<file path="src/hw/rtl/spd_pkg.sv">
// Shared types, register codes and datapath widths for the stick pointer block.
// Used by the controller, the datapath, the top level and the checker.
// No dependencies.
package spd_pkg;

    // Pointer coordinate width default and configuration port shape.
    localparam int COORD_BITS_DEF = 12;
    localparam int CFG_IDX_W      = 2;
    localparam int CFG_DATA_W     = 16;

    // Register indexes of the configuration port.
    localparam logic [CFG_IDX_W-1:0] REG_DEAD_ZONE = 2'd0;
    localparam logic [CFG_IDX_W-1:0] REG_SCREEN_W  = 2'd1;
    localparam logic [CFG_IDX_W-1:0] REG_SCREEN_H  = 2'd2;

    // Register reset values.
    localparam int DZ_W         = 15;
    localparam int DZ_RESET     = 7680;
    localparam int WIDTH_RESET  = 960;
    localparam int HEIGHT_RESET = 544;

    // Stick input: raw byte and its distance from the centre code.
    localparam int                STICK_W = 8;
    localparam logic [STICK_W-1:0] CENTRE = 8'd127;

    // Square root: 16-bit sum of squares, 24-bit root with 16 fraction bits.
    localparam int SQ_W        = 16;
    localparam int ROOT_W      = 24;
    localparam int ROOT_REM_W  = ROOT_W + 1;
    localparam int SQRT_STEPS  = ROOT_W;
    localparam int FRAC_BITS   = 8;

    // Rescale: numerator = |dx| * (m - d) << 23, denominator = m * (32768 - dz).
    localparam int SCALE_W     = 16;
    localparam int PROD_W      = STICK_W + ROOT_W;
    localparam int DEN_W       = ROOT_W + SCALE_W;
    localparam int QUO_W       = 30;
    localparam int FRAC_SHIFT  = 23;
    localparam int DIV_PRE     = QUO_W - FRAC_SHIFT;
    localparam int DIV_STEPS   = QUO_W;

    // Remainder accumulators and the pointer step.
    localparam int REM_W       = 12;
    localparam int SLOW_SHIFT  = 11;
    localparam int SUM_W       = 32;
    localparam int MOVE_W      = SUM_W - 1 - SLOW_SHIFT + 1;

    // Step counter of the sequencer.
    localparam int CNT_W       = $clog2(DIV_STEPS);

    // Commands from the controller to the datapath.
    typedef struct packed {
        logic load;
        logic sqrt_step;
        logic check;
        logic mul;
        logic div_step;
        logic acc;
        logic move;
        logic commit;
    } spd_cmd_t;

    // Status from the datapath to the controller.
    typedef struct packed {
        logic active;
    } spd_sts_t;

    // Distance of a raw stick byte from the centre code.
    function automatic logic [STICK_W-1:0] stick_dev(input logic [STICK_W-1:0] b);
        logic [STICK_W-1:0] d;
        if (b >= CENTRE) begin
            d = b - CENTRE;
        end else begin
            d = CENTRE - b;
        end
        return d;
    endfunction

endpackage

</file>
<file path="src/hw/rtl/spd_ctrl.sv">
// Sequencer for the stick pointer block: input and result handshakes, step counts.
// Depends on spd_pkg for the command and status structs and the step counts.
module spd_ctrl
    import spd_pkg::*;
(
    input  logic     aclk,
    input  logic     aresetn,
    input  logic     s_valid,
    output logic     s_ready,
    output logic     m_valid,
    input  logic     m_ready,
    input  spd_sts_t sts,
    output spd_cmd_t cmd
);

    localparam logic [2:0] ST_IDLE  = 3'd0;
    localparam logic [2:0] ST_SQRT  = 3'd1;
    localparam logic [2:0] ST_CHECK = 3'd2;
    localparam logic [2:0] ST_MUL   = 3'd3;
    localparam logic [2:0] ST_DIV   = 3'd4;
    localparam logic [2:0] ST_ACC   = 3'd5;
    localparam logic [2:0] ST_MOVE  = 3'd6;
    localparam logic [2:0] ST_DONE  = 3'd7;

    logic [2:0]       state_reg, state_next;
    logic [CNT_W-1:0] cnt_reg, cnt_next;
    logic             m_valid_reg, m_valid_next;

    assign s_ready = (state_reg == ST_IDLE);
    assign m_valid = m_valid_reg;

    // Next state, step count and commands.
    always_comb begin
        state_next   = state_reg;
        cnt_next     = cnt_reg;
        cmd          = '0;
        m_valid_next = m_valid_reg && !m_ready;
        case (state_reg)
            ST_IDLE: begin
                if (s_valid) begin
                    cmd.load   = 1'b1;
                    cnt_next   = CNT_W'(SQRT_STEPS - 1);
                    state_next = ST_SQRT;
                end
            end
            ST_SQRT: begin
                cmd.sqrt_step = 1'b1;
                if (cnt_reg == '0) begin
                    state_next = ST_CHECK;
                end else begin
                    cnt_next = cnt_reg - 1'b1;
                end
            end
            ST_CHECK: begin
                cmd.check  = 1'b1;
                state_next = sts.active ? ST_MUL : ST_ACC;
            end
            ST_MUL: begin
                cmd.mul    = 1'b1;
                cnt_next   = CNT_W'(DIV_STEPS - 1);
                state_next = ST_DIV;
            end
            ST_DIV: begin
                cmd.div_step = 1'b1;
                if (cnt_reg == '0) begin
                    state_next = ST_ACC;
                end else begin
                    cnt_next = cnt_reg - 1'b1;
                end
            end
            ST_ACC: begin
                cmd.acc    = 1'b1;
                state_next = ST_MOVE;
            end
            ST_MOVE: begin
                cmd.move   = 1'b1;
                state_next = ST_DONE;
            end
            ST_DONE: begin
                // Hold the new pointer until the result register is free.
                if (!m_valid_reg || m_ready) begin
                    cmd.commit   = 1'b1;
                    m_valid_next = 1'b1;
                    state_next   = ST_IDLE;
                end
            end
            default: begin
                state_next = ST_IDLE;
            end
        endcase
    end

    // Control registers.
    always_ff @(posedge aclk) begin
        if (!aresetn) begin
            state_reg   <= ST_IDLE;
            cnt_reg     <= '0;
            m_valid_reg <= 1'b0;
        end else begin
            state_reg   <= state_next;
            cnt_reg     <= cnt_next;
            m_valid_reg <= m_valid_next;
        end
    end

endmodule

</file>
<file path="src/hw/rtl/spd_datapath.sv">
// Datapath: configuration registers, square root, two divider lanes, accumulators.
// Depends on spd_pkg; driven step by step by spd_ctrl.
module spd_datapath
    import spd_pkg::*;
#(
    parameter int COORD_BITS = COORD_BITS_DEF
) (
    input  logic                  aclk,
    input  logic                  aresetn,
    input  logic                  cfg_valid,
    input  logic [CFG_IDX_W-1:0]  cfg_index,
    input  logic [CFG_DATA_W-1:0] cfg_wdata,
    input  logic [STICK_W-1:0]    s_stick_x,
    input  logic [STICK_W-1:0]    s_stick_y,
    input  logic                  s_left_trigger,
    input  logic                  s_right_trigger,
    output logic [COORD_BITS-1:0] m_pointer_x,
    output logic [COORD_BITS-1:0] m_pointer_y,
    output logic                  m_button_left,
    output logic                  m_button_right,
    input  spd_cmd_t              cmd,
    output spd_sts_t              sts
);

    localparam int PSUM_W = ((COORD_BITS > MOVE_W - 1) ? COORD_BITS : MOVE_W - 1) + 2;

    // Configuration registers.
    logic [DZ_W-1:0]       dz_reg;
    logic [COORD_BITS-1:0] lim_reg [2];

    // Latched sample, one lane per axis.
    logic [STICK_W-1:0] mag_reg [2];
    logic               neg_reg [2];
    logic               btn_l_reg, btn_r_reg;

    // Square root state.
    logic [SQ_W-1:0]       sq_sh_reg;
    logic [ROOT_W-1:0]     root_reg;
    logic [ROOT_REM_W-1:0] rrem_reg;

    // Rescale operands and divider lanes.
    logic [ROOT_W-1:0]  diff_reg;
    logic [SCALE_W-1:0] scale_reg;
    logic [DEN_W-1:0]   den_reg;
    logic [DEN_W-1:0]   drem_reg [2];
    logic [QUO_W-1:0]   nbit_reg [2];
    logic [QUO_W-1:0]   quo_reg  [2];

    // Accumulators and pointer.
    logic signed [SUM_W-1:0]  sum_reg [2];
    logic signed [MOVE_W-1:0] mv_reg  [2];
    logic signed [REM_W-1:0]  rem_reg [2];
    logic [COORD_BITS-1:0]    pos_reg [2];
    logic                     btn_l_out_reg, btn_r_out_reg;

    // Sample decode and sum of squares at acceptance.
    logic [STICK_W-1:0] in_mag [2];
    logic [SQ_W-1:0]    in_sqr [2];
    logic [SQ_W:0]      in_sum;

    // Square root step.
    logic [ROOT_REM_W+1:0] sq_t;
    logic [ROOT_W+1:0]     sq_trial;
    logic [ROOT_REM_W+1:0] sq_diff;
    logic                  sq_ge;

    // Dead zone test.
    logic [ROOT_W-1:0] d8;
    logic              active;

    // Per-lane combinational values.
    logic [PROD_W-1:0]       prod    [2];
    logic [DEN_W-1:0]        den_c;
    logic [DEN_W:0]          dv_t    [2];
    logic [DEN_W:0]          dv_sub  [2];
    logic                    dv_ge   [2];
    logic signed [SUM_W-1:0] rx      [2];
    logic signed [SUM_W-1:0] rem_ext [2];
    logic [SUM_W-1:0]        sum_abs [2];
    logic [MOVE_W-1:0]       mv_abs  [2];
    logic [REM_W-1:0]        rm_abs  [2];
    logic signed [PSUM_W-1:0] pos_sum [2];
    logic [COORD_BITS-1:0]   pos_clamp [2];

    assign in_mag[0] = stick_dev(s_stick_x);
    assign in_mag[1] = stick_dev(s_stick_y);
    assign in_sqr[0] = in_mag[0] * in_mag[0];
    assign in_sqr[1] = in_mag[1] * in_mag[1];
    assign in_sum    = {1'b0, in_sqr[0]} + {1'b0, in_sqr[1]};

    // One root bit per step from the next bit pair of the shifted sum.
    assign sq_t     = {rrem_reg, sq_sh_reg[SQ_W-1 -: 2]};
    assign sq_trial = {root_reg, 2'b01};
    assign sq_ge    = sq_t >= {1'b0, sq_trial};
    assign sq_diff  = sq_t - {1'b0, sq_trial};

    // A stick on the zone boundary counts as outside.
    assign d8         = {1'b0, dz_reg, {FRAC_BITS{1'b0}}};
    assign active     = (root_reg != '0) && (root_reg >= d8);
    assign sts.active = active;

    assign den_c = DEN_W'(root_reg) * DEN_W'(scale_reg);

    // Lane arithmetic: product, divider step, accumulate, pointer step, clamp.
    always_comb begin
        for (int i = 0; i < 2; i++) begin
            prod[i]   = PROD_W'(mag_reg[i]) * PROD_W'(diff_reg);
            dv_t[i]   = {drem_reg[i], nbit_reg[i][QUO_W-1]};
            dv_ge[i]  = dv_t[i] >= {1'b0, den_reg};
            dv_sub[i] = dv_t[i] - {1'b0, den_reg};

            rx[i] = '0;
            if (active) begin
                rx[i] = $signed({{(SUM_W-QUO_W){1'b0}}, quo_reg[i]});
                if (neg_reg[i]) begin
                    rx[i] = -rx[i];
                end
            end
            rem_ext[i] = $signed({{(SUM_W-REM_W){rem_reg[i][REM_W-1]}}, rem_reg[i]});

            sum_abs[i] = sum_reg[i][SUM_W-1] ? SUM_W'(-sum_reg[i]) : SUM_W'(sum_reg[i]);
            mv_abs[i]  = {1'b0, sum_abs[i][SUM_W-2:SLOW_SHIFT]};
            rm_abs[i]  = {1'b0, sum_abs[i][SLOW_SHIFT-1:0]};

            pos_sum[i] = $signed({{(PSUM_W-COORD_BITS){1'b0}}, pos_reg[i]})
                       + $signed({{(PSUM_W-MOVE_W){mv_reg[i][MOVE_W-1]}}, mv_reg[i]});
            if (pos_sum[i] < 0) begin
                pos_clamp[i] = '0;
            end else if (pos_sum[i] > $signed({{(PSUM_W-COORD_BITS){1'b0}}, lim_reg[i]})) begin
                pos_clamp[i] = lim_reg[i];
            end else begin
                pos_clamp[i] = pos_sum[i][COORD_BITS-1:0];
            end
        end
    end

    // Configuration writes; an index beyond the list is ignored.
    always_ff @(posedge aclk) begin
        if (!aresetn) begin
            dz_reg     <= DZ_W'(DZ_RESET);
            lim_reg[0] <= COORD_BITS'(WIDTH_RESET);
            lim_reg[1] <= COORD_BITS'(HEIGHT_RESET);
        end else if (cfg_valid) begin
            case (cfg_index)
                REG_DEAD_ZONE: dz_reg     <= cfg_wdata[DZ_W-1:0];
                REG_SCREEN_W:  lim_reg[0] <= cfg_wdata[COORD_BITS-1:0];
                REG_SCREEN_H:  lim_reg[1] <= cfg_wdata[COORD_BITS-1:0];
                default: begin
                end
            endcase
        end
    end

    // Working registers; no reset needed.
    always_ff @(posedge aclk) begin
        if (cmd.load) begin
            mag_reg[0] <= in_mag[0];
            mag_reg[1] <= in_mag[1];
            neg_reg[0] <= s_stick_x < CENTRE;
            neg_reg[1] <= s_stick_y < CENTRE;
            btn_l_reg  <= s_left_trigger;
            btn_r_reg  <= s_right_trigger;
            sq_sh_reg  <= in_sum[SQ_W-1:0];
            root_reg   <= '0;
            rrem_reg   <= '0;
        end
        if (cmd.sqrt_step) begin
            sq_sh_reg <= {sq_sh_reg[SQ_W-3:0], 2'b00};
            root_reg  <= {root_reg[ROOT_W-2:0], sq_ge};
            rrem_reg  <= sq_ge ? sq_diff[ROOT_REM_W-1:0] : sq_t[ROOT_REM_W-1:0];
        end
        if (cmd.check) begin
            diff_reg  <= root_reg - d8;
            scale_reg <= {1'b1, {(SCALE_W-1){1'b0}}} - {1'b0, dz_reg};
        end
        if (cmd.mul) begin
            den_reg <= den_c;
        end
        for (int i = 0; i < 2; i++) begin
            if (cmd.mul) begin
                drem_reg[i] <= DEN_W'(prod[i][PROD_W-1:DIV_PRE]);
                nbit_reg[i] <= {prod[i][DIV_PRE-1:0], {FRAC_SHIFT{1'b0}}};
                quo_reg[i]  <= '0;
            end
            if (cmd.div_step) begin
                drem_reg[i] <= dv_ge[i] ? dv_sub[i][DEN_W-1:0] : dv_t[i][DEN_W-1:0];
                nbit_reg[i] <= {nbit_reg[i][QUO_W-2:0], 1'b0};
                quo_reg[i]  <= {quo_reg[i][QUO_W-2:0], dv_ge[i]};
            end
            if (cmd.acc) begin
                sum_reg[i] <= rem_ext[i] + rx[i];
            end
            if (cmd.move) begin
                mv_reg[i] <= sum_reg[i][SUM_W-1] ? -$signed(mv_abs[i]) : $signed(mv_abs[i]);
            end
        end
    end

    // Remainders, pointer and result payload.
    always_ff @(posedge aclk) begin
        if (!aresetn) begin
            for (int i = 0; i < 2; i++) begin
                rem_reg[i] <= '0;
                pos_reg[i] <= '0;
            end
            btn_l_out_reg <= 1'b0;
            btn_r_out_reg <= 1'b0;
        end else begin
            for (int i = 0; i < 2; i++) begin
                if (cmd.move) begin
                    rem_reg[i] <= sum_reg[i][SUM_W-1] ? -$signed(rm_abs[i]) : $signed(rm_abs[i]);
                end
                if (cmd.commit) begin
                    pos_reg[i] <= pos_clamp[i];
                end
            end
            if (cmd.commit) begin
                btn_l_out_reg <= btn_l_reg;
                btn_r_out_reg <= btn_r_reg;
            end
        end
    end

    assign m_pointer_x    = pos_reg[0];
    assign m_pointer_y    = pos_reg[1];
    assign m_button_left  = btn_l_out_reg;
    assign m_button_right = btn_r_out_reg;

endmodule

</file>
<file path="src/hw/rtl/stick_pointer_deadzone.sv">
// Each request runs the 24-step square root, the dead zone check, then outside the dead zone
// the multiply and the 30-step restoring divider (both axes in parallel), then accumulate,
// move and commit. A new request is taken only after the last one has been committed.
// A finished result waits in the output register without blocking the next request.
// Reset (aresetn, synchronous, active low) zeroes pointer and remainders and restores
// dead_zone 7680, screen_width 960, screen_height 544. The config port is always ready.
module stick_pointer_deadzone
    import spd_pkg::*;
#(
    parameter int COORD_BITS = COORD_BITS_DEF
) (
    input  logic                  aclk,
    input  logic                  aresetn,
    input  logic                  cfg_valid,
    output logic                  cfg_ready,
    input  logic [CFG_IDX_W-1:0]  cfg_index,
    input  logic [CFG_DATA_W-1:0] cfg_wdata,
    input  logic                  s_valid,
    output logic                  s_ready,
    input  logic [STICK_W-1:0]    s_stick_x,
    input  logic [STICK_W-1:0]    s_stick_y,
    input  logic                  s_left_trigger,
    input  logic                  s_right_trigger,
    output logic                  m_valid,
    input  logic                  m_ready,
    output logic [COORD_BITS-1:0] m_pointer_x,
    output logic [COORD_BITS-1:0] m_pointer_y,
    output logic                  m_button_left,
    output logic                  m_button_right
);

    spd_cmd_t cmd;
    spd_sts_t sts;

    assign cfg_ready = 1'b1;

    // Sequencer.
    spd_ctrl u_ctrl (
        .aclk    (aclk),
        .aresetn (aresetn),
        .s_valid (s_valid),
        .s_ready (s_ready),
        .m_valid (m_valid),
        .m_ready (m_ready),
        .sts     (sts),
        .cmd     (cmd)
    );

    // Arithmetic and state.
    spd_datapath #(
        .COORD_BITS (COORD_BITS)
    ) u_datapath (
        .aclk            (aclk),
        .aresetn         (aresetn),
        .cfg_valid       (cfg_valid),
        .cfg_index       (cfg_index),
        .cfg_wdata       (cfg_wdata),
        .s_stick_x       (s_stick_x),
        .s_stick_y       (s_stick_y),
        .s_left_trigger  (s_left_trigger),
        .s_right_trigger (s_right_trigger),
        .m_pointer_x     (m_pointer_x),
        .m_pointer_y     (m_pointer_y),
        .m_button_left   (m_button_left),
        .m_button_right  (m_button_right),
        .cmd             (cmd),
        .sts             (sts)
    );

endmodule

</file>
<file path="config.mk">
export PLATFORM = sky130hd
export DESIGN_NAME = stick_pointer_deadzone
export DESIGN_NICKNAME = d
export VERILOG_FILES = /design/src/hw/rtl/spd_pkg.sv /design/src/hw/rtl/spd_ctrl.sv /design/src/hw/rtl/spd_datapath.sv /design/src/hw/rtl/stick_pointer_deadzone.sv
export SDC_FILE = /design/constraint.sdc
export NUM_CORES = 2
export LEC_CHECK = 0
export ABC_CLOCK_PERIOD_IN_PS = 37400
export BUFFER_PORTS_ARGS = -buffer_cell sky130_fd_sc_hd__buf_4
export CORE_UTILIZATION = 70
export CTS_BUF_LIST = sky130_fd_sc_hd__clkbuf_4
export DETAILED_ROUTE_END_ITERATION = 7
export PLACE_DENSITY = 0.87
export REMOVE_ABC_BUFFERS = 1
export SKIP_LAST_GASP = 1
export SLEW_MARGIN = 20
export SYNTH_ARGS = -nofsm -noshare
export SYNTH_HDL_FRONTEND = slang
export SYNTH_SLANG_ARGS = --single-unit
</file>
<file path="constraint.sdc">
create_clock -name aclk -period 37.4 [get_ports aclk]
set_input_delay 7.48 -clock aclk [delete_from_list [all_inputs] [get_ports aclk]]
set_output_delay 7.48 -clock aclk [all_outputs]
set_load 0.05 [all_outputs]
</file>
### After elaboration in Yosys (flattened, before gate mapping)

Memories as Yosys holds them, arrays and structs flattened.
Cells that the tools add are included.

| operators by class | value |
|---|---|
| magnitude comparators | 12 |
| add/sub/neg operators | 23 |
| $mul | 5 |
| bitwise gates (word level) | 12 |
| multiplexer cells | 82 |
| equal/unequal tests | 14 |
| reductions and logical operators | 15 |

Operator list:

| operator | count |
|---|---|
| 40-bit two-way mux | 4 |
| 12-bit two-way mux | 12 |
| 32-bit two-way mux | 4 |
| 41-bit by 40-bit >= comparator with 1-bit output | 2 |
| 40-bit subtractor | 2 |
| 25-bit two-way mux | 3 |
| 12-bit by 32-bit adder with 32-bit output | 2 |
| 8-bit by 24-bit multiplier with 32-bit output | 2 |
| 30-bit negation with 32-bit output | 2 |
| 31-bit two-way mux | 2 |
| 31-bit negation | 2 |
| 30-bit two-way mux | 2 |
| 29-bit two-way mux | 2 |
| 24-bit two-way mux | 2 |
| 13-bit by 21-bit adder with 22-bit output | 2 |
| 22-bit by 13-bit greater-than comparator with 1-bit output | 2 |
| 22-bit by 1-bit < comparator with 1-bit output (second input constant) | 2 |
| 21-bit two-way mux | 2 |
| 20-bit negation with 21-bit output | 2 |
| 24-bit by 16-bit multiplier with 40-bit output | 1 |
| 1-bit two-way mux | 36 |
| 8-bit by 8-bit multiplier with 16-bit output | 2 |
| 16-bit two-way mux | 2 |
| 27-bit by 26-bit >= comparator with 1-bit output | 1 |
| 37 further kinds | 68 |

| word-level totals | value |
|---|---|
| logic and storage cells | 188 |
| register bits | 173 |
| bits of input ports | 41 |
| RAM bits | 394 |
| memories kept | 10 |
| output and inout bits | 29 |

Memories:

| memory | depth | width | read ports | clocked after Yosys merged registers in | write ports | RTL line | RTL |
|---|---|---|---|---|---|---|---|
| u_datapath.drem_reg | 2 | 40 | 2 | 0 | 2 | spd_datapath.sv:45 | `logic [DEN_W-1:0] drem_reg [2];` |
| u_datapath.sum_reg | 2 | 32 | 2 | 0 | 2 | spd_datapath.sv:50 | `logic signed [SUM_W-1:0] sum_reg [2];` |
| u_datapath.quo_reg | 2 | 30 | 2 | 0 | 2 | spd_datapath.sv:47 | `logic [QUO_W-1:0] quo_reg [2];` |
| u_datapath.nbit_reg | 2 | 29 | 2 | 0 | 2 | spd_datapath.sv:46 | `logic [QUO_W-1:0] nbit_reg [2];` |
| u_datapath.mv_reg | 2 | 21 | 2 | 0 | 2 | spd_datapath.sv:51 | `logic signed [MOVE_W-1:0] mv_reg [2];` |
| u_datapath.lim_reg | 2 | 12 | 2 | 0 | 2 | spd_datapath.sv:29 | `logic [COORD_BITS-1:0] lim_reg [2];` |
| 4 more memories | - | - | - | - | - | - |  |

### Depth between registers and ports, before layout

| depth | value |
|---|---|
| depth in word-level cells | 8 |
| gate-level depth with buffers | 29 |
| depth with buffers taken out | 29 |

### Cells and area by module

Synthesis repeated with hierarchy kept, for this count alone.

| unflattened totals | value |
|---|---|
| cells, all modules | 6715 |
| area, all modules | 61915.6 um2 |

By module, submodules not included:

| module | instances | sequential area each (um2) | area each (um2) | cells an instance |
|---|---|---|---|---|
| spd_datapath | 1 | 15244.6 | 61290.0 | 6637 |
| spd_ctrl | 1 | 180.2 | 614.3 | 76 |
| stick_pointer_deadzone | 1 | 0.0 | 11.3 | 2 |

### Worst setup path after synthesis

OpenSTA, ideal clock, no wires.

| timing | value |
|---|---|
| kind | input to register |
| from | input s_stick_y[0] |
| to | register u_datapath.sq_sh_reg[15] (data pin) |
| arrival time | 13.378 ns |
| path buffers | 1 |
| library setup time | 0.264 ns |
| required time | 37.136 ns |
| path slack | 23.758 ns |
| stages on the path | 25 |
| cell sequence | clkbuf_1 -> inv_1 -> nor3_1 -> a21o_1 -> xor2_1 -> inv_1 -> nor2_1 -> fa_1 -> xnor2_1 -> xnor2_1 -> fa_1 -> fa_1 -> fa_1 -> inv_1 -> fa_1 -> inv_1 -> ha_1 -> a21boi_0 -> o21ai_0 -> a21boi_0 -> o21ai_0 -> a21oi_1 -> o41ai_1 -> xnor2_1 -> o21ai_0 |

RTL lines:

| item | RTL line | RTL |
|---|---|---|
| start: declaration | stick_pointer_deadzone.sv:21 | `input logic [STICK_W-1:0] s_stick_y,` |
| end signal: assignment | spd_datapath.sv:163 | `sq_sh_reg <= in_sum[SQ_W-1:0];` |
| end signal: assignment | spd_datapath.sv:168 | `sq_sh_reg <= {sq_sh_reg[SQ_W-3:0], 2'b00};` |
| end: declaration | spd_datapath.sv:37 | `logic [SQ_W-1:0] sq_sh_reg;` |

==> results.md <==
- The critical path is of the primary input to flip-flop type.
- Between clock sinks in the finished design, the worst skew comes to between 0.09 and 0.1 ns.
- The share of the Yosys chip area taken by registers is approximately 25%.
- The slowest stage of the critical path belongs to the cell sky130_fd_sc_hd__xor2_1.
- The region available for standard cell placement spans roughly 88000 um^2.
- The mapped netlist covers ~62000 um^2.
- Setup total negative slack on the finished layout was measured at 0 ns.
- The area of placed instances is approximately 64000 um^2.
- The share of the synthesized area in the top cell type is 23.8%.
- Global routing finished with a remaining overflow of 0.
- In this run the tightest slew margin relative to its limit is 15.3%.
- After layout, the minimum clock period comes to roughly 14 ns.
- The run finished, with violations left.
- Detailed placement ended at an HPWL of around 120 mm.
- The number of routed nets with antenna violations is 0.
- The overall routing resource usage is between 30% and 40%.
- The flop and latch count out of synthesis is 523.
- The initial antenna violation count is 9.
- For this run, the leading register cell type out of synthesis is sky130_fd_sc_hd__edfxtp_1.
- The met1 wire length is 63.4 mm.
- Routability-driven placement finished with a final weighted congestion of 0.930.
- The worst setup path is captured at a flip-flop.
- CTS saw about 520 sinks.
- The final design area excluding fillers is 66000 um^2.
- The final max-slew violation count was 0.
- The via count of the first global-routing pass came to 51153.
- The die is 301 um wide.
- The chip height is 301 um.
- The first global-routing pass estimated between 200 and 300 mm of wire.
- The slew at the pin closest to its max-slew limit is about 1.3 ns.
- In the detailed route, the total length drawn on met2 is just over 70 mm.
- The number of buffers created by CTS is 149.
- The boundary pin count is 70.
- Setup repair after global routing left no endpoint under its margin.
- For this run, asynchronously set or reset flops after synthesis account for 0%.
- The post-route DRC violation count is 8.
- The final layout contains routed wiring with a total length of 160 mm.
- The number of buffers on the longest clock path is 3.
- The die outline area is 90400 um^2.
- By instance count, the cell type seen most on the critical path is sky130_fd_sc_hd__inv_1.
- Setup violations remaining at the end of the flow were counted as 0.
- The share of post-route cells with drive strength above 1 is under 10%.
- The cell count after synthesis is around 7000.
- Along the worst path, the maximum fanout reaches 11.
- CTS placed an instance of sky130_fd_sc_hd__clkbuf_4 at the clock tree root.
- The final reports fail on DRC.
- The worst hold path class is flip-flop to flip-flop.
- Post-CTS repair changed the size of 0 cells.
- The per-cell via count in the routed design is 6.21.
- Entering global routing, the biggest net connects 72 pins.
- The clock-pin transition on the worst setup and hold timing paths is 0.06 ns.
- The routed layout has ~50000 vias.
- The number of buffers added on ports is 67.
- The CTS H-tree depth is 4.
- TritonCTS built the clock tree.
- Hold repair after CTS inserted 0 buffers.
- The largest single stage delay on the critical path is 0.58 ns.
- The highest layer used for signal routing is met5.
- For this run, the detailed router's first-pass iteration total came to 8.
- The initial utilization of the core area, before any placement, comes to 70.6%.
- The max-capacitance violation count is 0.
- The largest area contributor in the netlist is sky130_fd_sc_hd__edfxtp_1.
- The routed length per instance is 19.7 um.
- Yosys attributes the largest share of cell area to sky130_fd_sc_hd__edfxtp_1, sky130_fd_sc_hd__fa_1, sky130_fd_sc_hd__ha_1, sky130_fd_sc_hd__inv_1, sky130_fd_sc_hd__nand2_1.
- The row count is around 110.
- The starting DRC count in detailed routing is a little over 5000.
- For this run, the number of Yosys warnings is 0.
- The source-to-sink clock delay at the later pin of the worst-skew pair is 1.09 ns.
- The synthesized design contains 495 enable-type register cells.
- The netlist uses 87 different library cells.
- The average instance in the mapped netlist occupies 9.15 um^2.
- The met3 wire length is 17.6 mm.
- The register with the most flip-flops in the layout has 80 of them.
- The area growth from synthesis to final layout is 5.72%.
- For this run, the post-layout net count is between 8000 and 9000.
- The final-report hold violation count is 0.
- Derived from the worst setup path, the maximum achievable clock frequency is 0.0728 GHz.
- At the worst endpoint, the arrival time is between 10 and 15 ns.
- The number of setup buffers added after CTS is 0.
- The critical path startpoint category is a primary input.
- The worst path uses 36.7% of the clock period.
- The worst endpoint required time is 38.18 ns.
[cells in the final DEF, fill, tap and decap left out, drive strengths merged, types with 17 or more instances in the layout]
master / count
a211oi: 38
a21boi: 43
a21o: 136
a21oi: 316
a31oi: 39
and2: 384
and3: 43
buf: 120
clkbuf: 208
clkinv: 39
dfxtp: 28
edfxtp: 495
fa: 652
ha: 509
inv: 905
mux2i: 71
nand2: 869
nand2b: 60
nand3: 107
nand4: 49
nor2: 431
nor2b: 49
nor3: 95
nor4: 37
o211ai: 42
o21a: 56
o21ai: 257
o21bai: 34
o31ai: 54
o41ai: 23
or2: 20
or3: 60
or4: 17
xnor2: 276
xor2: 180
[per-stage QoR]
step	std cells	hold WS, ns	setup slack (ns)	utilization, %
detailed placement	7847	0.459	22.69	72.3
floorplan	6563	0.432	23.77	-
global route	8116	0.490	23.20	74.7
global placement	7847	0.447	22.77	72.3
CTS	8110	0.467	23.81	74.6
finish	8118	0.469	23.66	74.7
[Yosys cell counts, types with 49 or more instances]
cell type	instances
sky130_fd_sc_hd__a21o_1	136
sky130_fd_sc_hd__a21oi_1	315
sky130_fd_sc_hd__and2_1	384
sky130_fd_sc_hd__clkbuf_1	238
sky130_fd_sc_hd__edfxtp_1	495
sky130_fd_sc_hd__fa_1	652
sky130_fd_sc_hd__ha_1	509
sky130_fd_sc_hd__inv_1	897
sky130_fd_sc_hd__mux2i_1	71
sky130_fd_sc_hd__nand2_1	869
sky130_fd_sc_hd__nand2b_1	60
sky130_fd_sc_hd__nand3_1	107
sky130_fd_sc_hd__nand4_1	49
sky130_fd_sc_hd__nor2_1	431
sky130_fd_sc_hd__nor2b_1	49
sky130_fd_sc_hd__nor3_1	95
sky130_fd_sc_hd__o21a_1	56
sky130_fd_sc_hd__o21ai_0	254
sky130_fd_sc_hd__o31ai_1	53
sky130_fd_sc_hd__or3_1	59
sky130_fd_sc_hd__xnor2_1	276
sky130_fd_sc_hd__xor2_1	180
[area by class of cell]
class | count | area, um^2
Multi-Input combinational cell | 5143 | 42800
Fill cell | 6067 | 22400
Sequential cell | 523 | 15400
Inverter | 897 | 3370
Clock buffer | 208 | 1560
Tap cell | 1165 | 1460
Timing Repair Buffer | 120 | 921
Clock inverter | 55 | 475
Antenna cell | 7 | 17.5
[worst max-delay path: cells and delay by family]
family                     cells  cell delay, ns
buffers and inverters          6            0.75
xor gates and xnor gates       2            0.74
AOI/OAI and AO/OA              9            1.69
adders and majority gates      8            3.07
and+or+nand+nor                5            0.80
[layer usage]
metal  vias up  GRT usage (%)
li1      22936              -
met1     24327           47.1
met2      2603           56.9
met3       554           9.44
met4        10           15.5
met5         -              0
[cells by family (layout without fill, tap and decap cells)]
kind of cell / count (synthesis) / count (layout) / share of synthesized area, %
compound gates: 1185 / 1185 / 12.3
xor+xnor: 456 / 456 / 6.40
fa+ha+maj: 1161 / 1161 / 31.1
buf+inv: 1154 / 1280 / 6.97
flops: 523 / 523 / 24.7
mux: 77 / 77 / 1.25
other cells: 1 / 8 / 0.00601
simple gates: 2263 / 2263 / 17.3
[path summary, 6_finish.rpt]
kind                            from                       end  slack (ns)  cells after the start
max                     s_stick_y[0]  u_datapath.sq_sh_reg[15]       23.66                     30
min          u_datapath.sq_sh_reg[0]   u_datapath.sq_sh_reg[0]        0.47                      2
max reg2reg  u_datapath.scale_reg[1]    u_datapath.den_reg[32]       29.71                     23
min reg2reg  u_datapath.sq_sh_reg[0]   u_datapath.sq_sh_reg[0]        0.47                      2
Power is not shown: default switching activity piles up to over one toggle a cycle in this logic, so the estimate is an artifact.
